$ cat src/rtl/core/tct_pkg.sv
// Shared types and constants for the three-channel target timer.
// Holds the command record passed from the decode front to the execute back.
// No dependencies.
package tct_pkg;

    localparam int unsigned CNT_W       = 16;
    localparam int unsigned CYC_W       = 10;
    localparam int unsigned OFFSET_W    = 6;
    localparam int unsigned TIMER_SEL_W = 2;
    localparam int unsigned OP_W        = 2;
    localparam int unsigned Q_DEPTH     = 4;
    localparam int unsigned Q_PTR_W     = 2;
    localparam int unsigned Q_CNT_W     = 3;

    // Mode word bit positions
    localparam int unsigned MODE_RESET_ON_TARGET = 3;
    localparam int unsigned MODE_IRQ             = 10;
    localparam int unsigned MODE_REACHED_TARGET  = 11;
    localparam int unsigned MODE_REACHED_FFFF    = 12;

    // Bus op codes as seen on the input tuser
    localparam logic [OP_W-1:0] OP_TICK  = 2'd0;
    localparam logic [OP_W-1:0] OP_READ  = 2'd1;
    localparam logic [OP_W-1:0] OP_WRITE = 2'd2;

    // Register offsets within one timer window
    localparam logic [3:0] OFS_COUNT  = 4'h0;
    localparam logic [3:0] OFS_MODE   = 4'h4;
    localparam logic [3:0] OFS_TARGET = 4'h8;

    typedef enum logic [1:0] {
        CMD_TICK,
        CMD_READ,
        CMD_WRITE,
        CMD_ERROR
    } t_cmd_kind;

    typedef enum logic [1:0] {
        REG_COUNT,
        REG_MODE,
        REG_TARGET
    } t_reg_sel;

    typedef struct packed {
        t_cmd_kind               kind;
        t_reg_sel                reg_sel;
        logic [TIMER_SEL_W-1:0]  timer;
        logic [CNT_W-1:0]        data;
        logic [CYC_W-1:0]        cycles;
    } t_cmd;

endpackage

$ cat src/rtl/core/tct_front.sv
// Decode front of the target timer: accepts input transfers and classifies
// them into commands. Depends on tct_pkg.
module tct_front #(
    parameter int unsigned NUM_TIMERS = 3
) (
    input  logic                         i_valid,
    input  logic [tct_pkg::OP_W-1:0]     i_op,
    input  logic [tct_pkg::OFFSET_W-1:0] i_offset,
    input  logic [tct_pkg::CNT_W-1:0]    i_write_data,
    input  logic [tct_pkg::CYC_W-1:0]    i_tick_cycles,
    input  logic                         i_q_full,
    output logic                         o_ready,
    output logic                         o_push,
    output tct_pkg::t_cmd                o_cmd
);

    logic [tct_pkg::TIMER_SEL_W-1:0] timer;
    logic [3:0]                      reg_ofs;
    logic                            timer_ok;
    logic                            reg_ok;

    assign timer    = i_offset[tct_pkg::OFFSET_W-1:4];
    assign reg_ofs  = i_offset[3:0];
    assign timer_ok = ({1'b0, timer} < (tct_pkg::TIMER_SEL_W + 1)'(NUM_TIMERS));
    assign reg_ok   = (reg_ofs == tct_pkg::OFS_COUNT) || (reg_ofs == tct_pkg::OFS_MODE) ||
                      (reg_ofs == tct_pkg::OFS_TARGET);

    assign o_ready = !i_q_full;
    assign o_push  = i_valid && !i_q_full;

    always_comb begin
        o_cmd.timer  = timer;
        o_cmd.data   = i_write_data;
        o_cmd.cycles = i_tick_cycles;

        case (reg_ofs)
            tct_pkg::OFS_MODE:   o_cmd.reg_sel = tct_pkg::REG_MODE;
            tct_pkg::OFS_TARGET: o_cmd.reg_sel = tct_pkg::REG_TARGET;
            default:             o_cmd.reg_sel = tct_pkg::REG_COUNT;
        endcase

        case (i_op)
            tct_pkg::OP_TICK:  o_cmd.kind = tct_pkg::CMD_TICK;
            tct_pkg::OP_READ:  o_cmd.kind = (timer_ok && reg_ok) ? tct_pkg::CMD_READ
                                                                 : tct_pkg::CMD_ERROR;
            tct_pkg::OP_WRITE: o_cmd.kind = (timer_ok && reg_ok) ? tct_pkg::CMD_WRITE
                                                                 : tct_pkg::CMD_ERROR;
            default:           o_cmd.kind = tct_pkg::CMD_ERROR;
        endcase
    end

endmodule

$ cat src/rtl/core/tct_queue.sv
// Short command queue between the decode front and the execute back.
// Depends on tct_pkg.
module tct_queue (
    input  logic          i_clk,
    input  logic          i_rst_n,
    input  logic          i_push,
    input  tct_pkg::t_cmd i_cmd,
    input  logic          i_pop,
    output logic          o_full,
    output logic          o_empty,
    output tct_pkg::t_cmd o_cmd
);

    tct_pkg::t_cmd                 r_mem [tct_pkg::Q_DEPTH];
    logic [tct_pkg::Q_PTR_W-1:0]   r_wr_ptr, n_wr_ptr;
    logic [tct_pkg::Q_PTR_W-1:0]   r_rd_ptr, n_rd_ptr;
    logic [tct_pkg::Q_CNT_W-1:0]   r_count, n_count;

    assign o_full  = (r_count == tct_pkg::Q_CNT_W'(tct_pkg::Q_DEPTH));
    assign o_empty = (r_count == '0);
    assign o_cmd   = r_mem[r_rd_ptr];

    always_comb begin
        n_wr_ptr = i_push ? r_wr_ptr + 1'b1 : r_wr_ptr;
        n_rd_ptr = i_pop  ? r_rd_ptr + 1'b1 : r_rd_ptr;
        case ({i_push, i_pop})
            2'b10:   n_count = r_count + 1'b1;
            2'b01:   n_count = r_count - 1'b1;
            default: n_count = r_count;
        endcase
    end

    always_ff @(posedge i_clk) begin
        if (i_push) begin
            r_mem[r_wr_ptr] <= i_cmd;
        end
    end

    always_ff @(posedge i_clk) begin
        if (!i_rst_n) begin
            r_wr_ptr <= '0;
            r_rd_ptr <= '0;
            r_count  <= '0;
        end else begin
            r_wr_ptr <= n_wr_ptr;
            r_rd_ptr <= n_rd_ptr;
            r_count  <= n_count;
        end
    end

endmodule

$ cat src/rtl/core/tct_back.sv
// Execute back of the target timer: holds the counter, mode and target
// registers, runs ticks and bus accesses, and registers the result.
// Depends on tct_pkg.
module tct_back #(
    parameter int unsigned NUM_TIMERS = 3
) (
    input  logic                      i_clk,
    input  logic                      i_rst_n,
    input  logic                      i_q_empty,
    input  tct_pkg::t_cmd             i_cmd,
    output logic                      o_pop,
    input  logic                      i_out_ready,
    output logic                      o_out_valid,
    output logic [tct_pkg::CNT_W-1:0] o_read_data,
    output logic                      o_status
);

    localparam int unsigned CW = tct_pkg::CNT_W;

    logic [CW-1:0] r_count  [NUM_TIMERS];
    logic [CW-1:0] r_target [NUM_TIMERS];
    logic [CW-1:0] r_mode   [NUM_TIMERS];
    logic [CW-1:0] n_count  [NUM_TIMERS];
    logic [CW-1:0] n_target [NUM_TIMERS];
    logic [CW-1:0] n_mode   [NUM_TIMERS];

    logic          r_out_valid, n_out_valid;
    logic [CW-1:0] r_read_data, n_read_data;
    logic          r_status, n_status;

    logic [CW:0]   sum      [NUM_TIMERS];
    logic [CW-1:0] mode_t   [NUM_TIMERS];

    // Take a command whenever the output register is free or draining
    assign o_pop = !i_q_empty && (!r_out_valid || i_out_ready);

    always_comb begin
        for (int i = 0; i < NUM_TIMERS; i++) begin
            // Tick path per lane: 17-bit sum, target compare, then wrap check
            sum[i]    = {1'b0, r_count[i]} + (CW + 1)'(i_cmd.cycles);
            mode_t[i] = r_mode[i];
            if (sum[i] > {1'b0, r_target[i]}) begin
                mode_t[i][tct_pkg::MODE_REACHED_TARGET] = 1'b1;
                if (r_mode[i][tct_pkg::MODE_RESET_ON_TARGET]) begin
                    sum[i] = '0;
                end
            end
            if (sum[i][CW]) begin
                mode_t[i][tct_pkg::MODE_REACHED_FFFF] = 1'b1;
                if (!r_mode[i][tct_pkg::MODE_RESET_ON_TARGET]) begin
                    sum[i] = '0;
                end
            end

            n_count[i]  = r_count[i];
            n_target[i] = r_target[i];
            n_mode[i]   = r_mode[i];

            if (o_pop) begin
                case (i_cmd.kind)
                    tct_pkg::CMD_TICK: begin
                        n_count[i] = sum[i][CW-1:0];
                        n_mode[i]  = mode_t[i];
                    end
                    tct_pkg::CMD_READ: begin
                        if (i_cmd.timer == tct_pkg::TIMER_SEL_W'(i) &&
                            i_cmd.reg_sel == tct_pkg::REG_MODE) begin
                            n_mode[i][tct_pkg::MODE_REACHED_TARGET] = 1'b0;
                            n_mode[i][tct_pkg::MODE_REACHED_FFFF]   = 1'b0;
                        end
                    end
                    tct_pkg::CMD_WRITE: begin
                        if (i_cmd.timer == tct_pkg::TIMER_SEL_W'(i)) begin
                            case (i_cmd.reg_sel)
                                tct_pkg::REG_COUNT: n_count[i] = i_cmd.data;
                                tct_pkg::REG_MODE: begin
                                    n_count[i] = '0;
                                    n_mode[i]  = i_cmd.data;
                                    n_mode[i][tct_pkg::MODE_IRQ] = 1'b1;
                                end
                                tct_pkg::REG_TARGET: n_target[i] = i_cmd.data;
                                default: ;
                            endcase
                        end
                    end
                    default: ;
                endcase
            end
        end
    end

    always_comb begin
        n_out_valid = r_out_valid;
        n_read_data = r_read_data;
        n_status    = r_status;
        if (o_pop) begin
            n_out_valid = 1'b1;
            n_read_data = '0;
            n_status    = (i_cmd.kind == tct_pkg::CMD_ERROR);
            if (i_cmd.kind == tct_pkg::CMD_READ) begin
                for (int i = 0; i < NUM_TIMERS; i++) begin
                    if (i_cmd.timer == tct_pkg::TIMER_SEL_W'(i)) begin
                        case (i_cmd.reg_sel)
                            tct_pkg::REG_MODE:   n_read_data = r_mode[i];
                            tct_pkg::REG_TARGET: n_read_data = r_target[i];
                            default:             n_read_data = r_count[i];
                        endcase
                    end
                end
            end
        end else if (i_out_ready) begin
            n_out_valid = 1'b0;
        end
    end

    always_ff @(posedge i_clk) begin
        if (!i_rst_n) begin
            r_out_valid <= 1'b0;
            for (int i = 0; i < NUM_TIMERS; i++) begin
                r_count[i]  <= '0;
                r_target[i] <= '0;
                r_mode[i]   <= '0;
            end
        end else begin
            r_out_valid <= n_out_valid;
            for (int i = 0; i < NUM_TIMERS; i++) begin
                r_count[i]  <= n_count[i];
                r_target[i] <= n_target[i];
                r_mode[i]   <= n_mode[i];
            end
        end
    end

    always_ff @(posedge i_clk) begin
        r_read_data <= n_read_data;
        r_status    <= n_status;
    end

    assign o_out_valid = r_out_valid;
    assign o_read_data = r_read_data;
    assign o_status    = r_status;

endmodule

$ cat src/rtl/core/three_channel_target_timer_unit.sv
// Three-channel target timer: up to four 16-bit counters with mode words
// and targets, driven by tick and bus read/write commands.
// Depends on tct_pkg, tct_front, tct_queue and tct_back.
//
// Each input transfer is a tick (adds tick_cycles to every counter) or a
// bus access to offset 0 (counter), 4 (mode) or 8 (target) of a 16-byte
// window per timer; every input gives exactly one result transfer carrying
// read data and an error status. The block takes one transfer per clock
// while the queue is not full: the front decodes in the accept cycle into
// a four-entry command queue, and the back executes one command per cycle,
// while the output register is free or draining, into that register. All
// timer lanes update in parallel on a tick with one 17-bit add and compare each.
module three_channel_target_timer_unit #(
    parameter int unsigned NUM_TIMERS = 3
) (
    input  logic        i_clk,
    input  logic        i_rst_n,
    input  logic        s_axis_tvalid,
    output logic        s_axis_tready,
    input  logic [31:0] s_axis_tdata,   // offset[5:0], write_data[21:6], tick_cycles[31:22]
    input  logic [1:0]  s_axis_tuser,   // op[1:0]
    output logic        m_axis_tvalid,
    input  logic        m_axis_tready,
    output logic [15:0] m_axis_tdata,   // read_data[15:0]
    output logic        m_axis_tuser    // status[0]
);

    tct_pkg::t_cmd front_cmd;
    tct_pkg::t_cmd back_cmd;
    logic          push;
    logic          pop;
    logic          q_full;
    logic          q_empty;

    tct_front #(
        .NUM_TIMERS (NUM_TIMERS)
    ) u_front (
        .i_valid       (s_axis_tvalid),
        .i_op          (s_axis_tuser),
        .i_offset      (s_axis_tdata[5:0]),
        .i_write_data  (s_axis_tdata[21:6]),
        .i_tick_cycles (s_axis_tdata[31:22]),
        .i_q_full      (q_full),
        .o_ready       (s_axis_tready),
        .o_push        (push),
        .o_cmd         (front_cmd)
    );

    tct_queue u_queue (
        .i_clk   (i_clk),
        .i_rst_n (i_rst_n),
        .i_push  (push),
        .i_cmd   (front_cmd),
        .i_pop   (pop),
        .o_full  (q_full),
        .o_empty (q_empty),
        .o_cmd   (back_cmd)
    );

    tct_back #(
        .NUM_TIMERS (NUM_TIMERS)
    ) u_back (
        .i_clk       (i_clk),
        .i_rst_n     (i_rst_n),
        .i_q_empty   (q_empty),
        .i_cmd       (back_cmd),
        .o_pop       (pop),
        .i_out_ready (m_axis_tready),
        .o_out_valid (m_axis_tvalid),
        .o_read_data (m_axis_tdata),
        .o_status    (m_axis_tuser)
    );

endmodule

$ cat config.mk
export PLATFORM = sky130hd
export DESIGN_NAME = three_channel_target_timer_unit
export DESIGN_NICKNAME = d
export VERILOG_FILES = /design/src/rtl/core/tct_pkg.sv /design/src/rtl/core/tct_front.sv /design/src/rtl/core/tct_queue.sv /design/src/rtl/core/tct_back.sv /design/src/rtl/core/three_channel_target_timer_unit.sv
export SDC_FILE = /design/constraint.sdc
export NUM_CORES = 1
export LEC_CHECK = 0
export BUFFER_PORTS_ARGS = -buffer_cell sky130_fd_sc_hd__buf_4
export CORE_ASPECT_RATIO = 1.75
export CORE_MARGIN = 2
export CORE_UTILIZATION = 63
export DETAILED_ROUTE_END_ITERATION = 7
export GPL_ROUTABILITY_DRIVEN = 0
export PLACE_DENSITY = 0.87
export SLEW_MARGIN = 20
export SYNTH_ARGS = -nofsm -noshare
export SYNTH_HDL_FRONTEND = slang
export SYNTH_HIERARCHICAL = 1
export SYNTH_SLANG_ARGS = --single-unit
$ cat constraint.sdc
create_clock -name i_clk -period 5.2 [get_ports i_clk]
set_input_delay 1.04 -clock i_clk [delete_from_list [all_inputs] [get_ports i_clk]]
set_output_delay 1.04 -clock i_clk [all_outputs]
set_load 0.05 [all_outputs]
==> summary by stage <==
Outcome
The flow ran to the end, but the final reports show violations. The checks that failed: DRC.

Critical path
The number of buffers and inverters on the critical path is 1. STA classifies the critical path endpoint as a flop. The cell family contributing the most delay on the critical path is simple AND/OR/NAND/NOR gates. The data required time at the worst endpoint is 5660 ps. The depth of the critical timing path with buffers and inverters included is 17. On the critical path, the stage with the largest delay is an instance of mux4_2. Along the worst path, the maximum fanout reaches 6.

The worst setup path is of the reg2reg kind. Counting cells, the worst reg-to-reg path comes to 17. The largest single stage delay on the critical path is 660 ps. The signal on the critical path passes through buf_4 -> mux4_2 -> fa_1 -> a21oi_2 -> o221a_2 -> a21oi_4 -> a311oi_4 -> nand3b_4 -> xnor2_1 -> ha_1 -> nand2_1 -> nor4_4 -> nand4_2 -> a31oi_4 -> nand3_2 -> or4_1 -> a21oi_1. STA classifies the critical path startpoint as a flop. The data arrival time of the critical path is 5460 ps.

Routing
The vias per cell is 7.017. Across all layers, the routed design uses 14170 vias. The post-detailed-route DRC marker count is 22.

The routed wire length is 52590 um. The number of iterations in the first detailed-routing pass is 8. Dividing the detail-routed wire length by the instance count gives 26.05 um. For this block, the initial DRC count from the detailed router was 2046. In this run the remaining antenna-violating nets after routing total 0.

Global routing
The number of global-route vias before repair is 13800. The total overflow left after global routing is 0. The pin count of the biggest net entering global routing is 64. In the global route stage, overall resource usage came out at 0.3844. The number of antenna violations at the first check in global routing is 1. The first-pass GRT wire length is 79260 um.

Power
The sequential share of power is 0.286. Internal power comes to 0.005872 W. The share of total power dissipated in the clock network is 0.184.

The analysis attributes to net switching a power of 0.004951 W. Summed over all cells, the static leakage comes to 6.270 nW. For this design the ratio of total power to cell area is 613.4 nW/um2.

The switching portion of total power is 0.4574. The combinational share of power is 0.529. Across the VDD grid, the largest voltage drop is 0.0004318 V.

Die
The count of pins on the block boundary is 57. The die width is 125.4 um. The core region area is 25340 um2. For this configuration, the core starts out at a cell density of 0.6414. After floorplanning, the core was divided into 77 placement rows. The vertical extent of the die is 216.5 um.

The die footprint is 27150 um2.

Yosys
The net count after synthesis is 1818. For this run, the register share of the synthesized area comes to 0.4576. Yosys mapped a number of flops with a built-in enable equal to 145.

Of all flip-flops after synthesis, the portion carrying an async set or reset was 0. Yosys mapped the design onto 79 distinct sky130hd cell types. Each instance of the synthesized netlist takes up on average 9.640 um2. After synthesis the cells add up to 16250 um2. The number of warnings printed during yosys synthesis is 6. Among all flip-flop cells after synthesis, the most frequent one is dfxtp_1. Synthesis produced 1686 cells.

The post-synthesis sequential element count is 299.

Timing
Setup violations remaining at the end of the flow were counted as 0. The minimum hold slack is 453.9 ps. The aggregate negative setup slack is 0 ps.

The count of final hold-check violations came to 0. The final number of max-transition violations is 0. Dividing the final minimum period by the clock period gives 0.9600. The transition time at the pin with the least slew margin is 1138 ps. The post-layout minimum cycle time is 4992 ps. The setup clock skew after layout is 14.31 ps. The maximum operating frequency is 200.3 MHz. The worst slew slack as a fraction of its limit is 0.2386.

Cells and area
The area growth from synthesis to layout is 8.568%. The sequential cell area in the final layout is 7438 um2. The net total in the final layout is 1815. The fraction of layout cells with a size suffix above 1 is 0.1221. The total area of multi-input combinational cells is 7911 um2. The antenna cell count is 0. After routing the design area is 17650 um2. The end-of-flow core utilization is 0.6964. The filler cells instantiated in the layout total 1777.

Clock tree
At the later pin of the worst-skew pair, clock insertion delay measures 550 ps. The number of buffers created by CTS is 27. The clock net sink count is 299.

In this run the number of H-tree levels came out at 1. The register clock-pin slew on the reported worst setup and hold paths is 70 ps. The TritonCTS clock tree is built. No sink is reached through more buffers than the 3 on the longest clock path. The root cell of the clock tree is clkbuf_16.

Min path
The number of instances on the worst hold path is 2. The tightest min-delay check is of the reg2reg type.

Placed design
The estimated wirelength of the detail-placed design is 35220 um. Port buffering added 56 buffers. In this run the cell area measured after placement is 16640 um2.

Job
Across the run, the number of max-cap violations was 0.
worst register-to-register path, delay by kind of cell, from the launching register on:
family          cells  cell delay [ps]
xor+xnor            1               70
fa+ha+maj           2              830
compound gates      6             1310
buf+inv             1              190
simple gates        6             1490
flops               1              360
mux                 1              660
sequential cells by signal, summed over array words and instances, names as in the netlist, named ones only:
register	count
u_queue/r_mem	128
u_back/r_count	48
u_back/r_mode	48
u_back/r_target	48
u_back/o_read_data	16
u_queue/r_count	3
u_queue/r_rd_ptr	2
u_queue/r_wr_ptr	2
u_back/o_out_valid	1
u_back/o_status	1
power groups by stage:
stage | clock, W | combinational (W) | sequential, W
3_5_place_dp | 0 | 0.00525 | 0.00312
6_report | 0.00200 | 0.00573 | 0.00310
3_3_place_gp | 0 | 0.00509 | 0.00310
5_1_grt | 0.00209 | 0.00608 | 0.00313
2_1_floorplan | 0 | 0.00355 | 0.00330
4_1_cts | 0.00200 | 0.00530 | 0.00308
cell type report:
type	instances	area share
inverters	84	0.01787
well taps	316	0.02241
repair buffers	95	0.04042
multi-input cells	1176	0.4483
flip-flops and latches	299	0.4215
clock buffers	36	0.04077
clock inverters	13	0.008651
cell usage in the layout, fill, tap and decap left out, types with 11 or more instances in the layout:
cell type / Yosys / layout
a31oi_1: 39 / 39
xnor2_1: 25 / 25
dfxtp_1: 154 / 153
xor2_1: 12 / 12
edfxtp_1: 145 / 145
buf_4: 28 / 95
inv_1: 84 / 83
ha_1: 90 / 89
o21ai_0: 94 / 94
and2_1: 20 / 20
clkbuf_16: 0 / 27
mux2i_1: 12 / 11
nand3_1: 35 / 35
nor3_1: 26 / 26
a21boi_0: 14 / 14
a21oi_1: 156 / 155
nor2b_1: 15 / 15
nor2_1: 75 / 70
and3_1: 19 / 19
mux4_2: 30 / 30
a22oi_1: 55 / 55
nand2_1: 271 / 271
nand4_1: 16 / 16
a211oi_1: 21 / 20
cells in the mapped netlist, types with 4 or more instances:
cell type,count,share of area
a221oi_1,4,0.0022
a31oi_1,39,0.015
a211oi_1,21,0.0097
a21o_1,10,0.0046
o22ai_1,5,0.0019
inv_1,84,0.019
nor3_1,26,0.0080
ha_1,90,0.069
nand2_1,271,0.063
o21a_1,9,0.0042
buf_2,13,0.0040
a22o_1,5,0.0027
and3_1,19,0.0073
o21ai_0,94,0.029
a22oi_1,55,0.025
o31a_1,10,0.0054
buf_4,28,0.013
nor2_1,75,0.017
a21boi_0,14,0.0065
nor4_1,5,0.0019
a32oi_1,5,0.0027
and4_1,4,0.0022
a21oi_1,156,0.048
xor2_1,12,0.0065
and2_1,20,0.0077
buf_1,8,0.0018
or2_2,10,0.0038
dfxtp_1,154,0.19
or3_1,6,0.0023
clkbuf_1,72,0.017
edfxtp_1,145,0.27
xnor2_1,25,0.013
mux2i_1,12,0.0074
fa_1,4,0.0049
o211ai_1,10,0.0046
nand3_1,35,0.011
nand2b_1,7,0.0027
nand4_1,16,0.0062
o311ai_0,5,0.0027
nor2b_1,15,0.0058
mux4_2,30,0.042
final timing paths:
check,from,endpoint,slack [ps]
max,flop,u_back/r_count[0][10]$_SDFFE_PN0P_,210
min,u_back/r_mode[0][37]$_SDFFE_PN0P_,u_back/r_mode[0][37]$_SDFFE_PN0P_,450
max reg2reg,flop,u_back/r_count[0][10]$_SDFFE_PN0P_,210
min reg2reg,u_back/r_mode[0][37]$_SDFFE_PN0P_,u_back/r_mode[0][37]$_SDFFE_PN0P_,450
per-layer routing:
layer  vias up  part of all wire  routed length, um  GRT usage
li1       6099                 -                  -          -
met1      6557              0.31              16480     0.4187
met2      1104              0.47              24560     0.6230
met3       405              0.11               5759     0.1002
met4         2              0.11               5768     0.3233
met5         -           0.00030                 16          0
timing repair:
action,CTS,global route
gates resized for setup,0,14
hold buffers,0,0
setup endpoints to repair,0,44
buffers inserted,0,8
cells by family after synthesis:
logic type / synth area share
AND/OR/NAND/NOR: 0.1479
flip-flops: 0.4576
XOR/XNOR: 0.01994
multiplexers: 0.05289
adder cells (fa/ha/maj): 0.07421
AO/OA/AOI/OAI: 0.1869
buffers and inverters: 0.06058
per-stage QoR:
stage / instances / setup slack (ps) / total power [W]
6_report: 2019 / 208.1 / 0.01082
3_3_place_gp: 1962 / 309.4 / 0.008193
2_1_floorplan: 1686 / 468.3 / 0.006845
4_1_cts: 2011 / 85.50 / 0.01038
3_5_place_dp: 1962 / 183.5 / 0.008371
5_1_grt: 2019 / -5.688 / 0.01129
(Power assumes the default switching activity.)
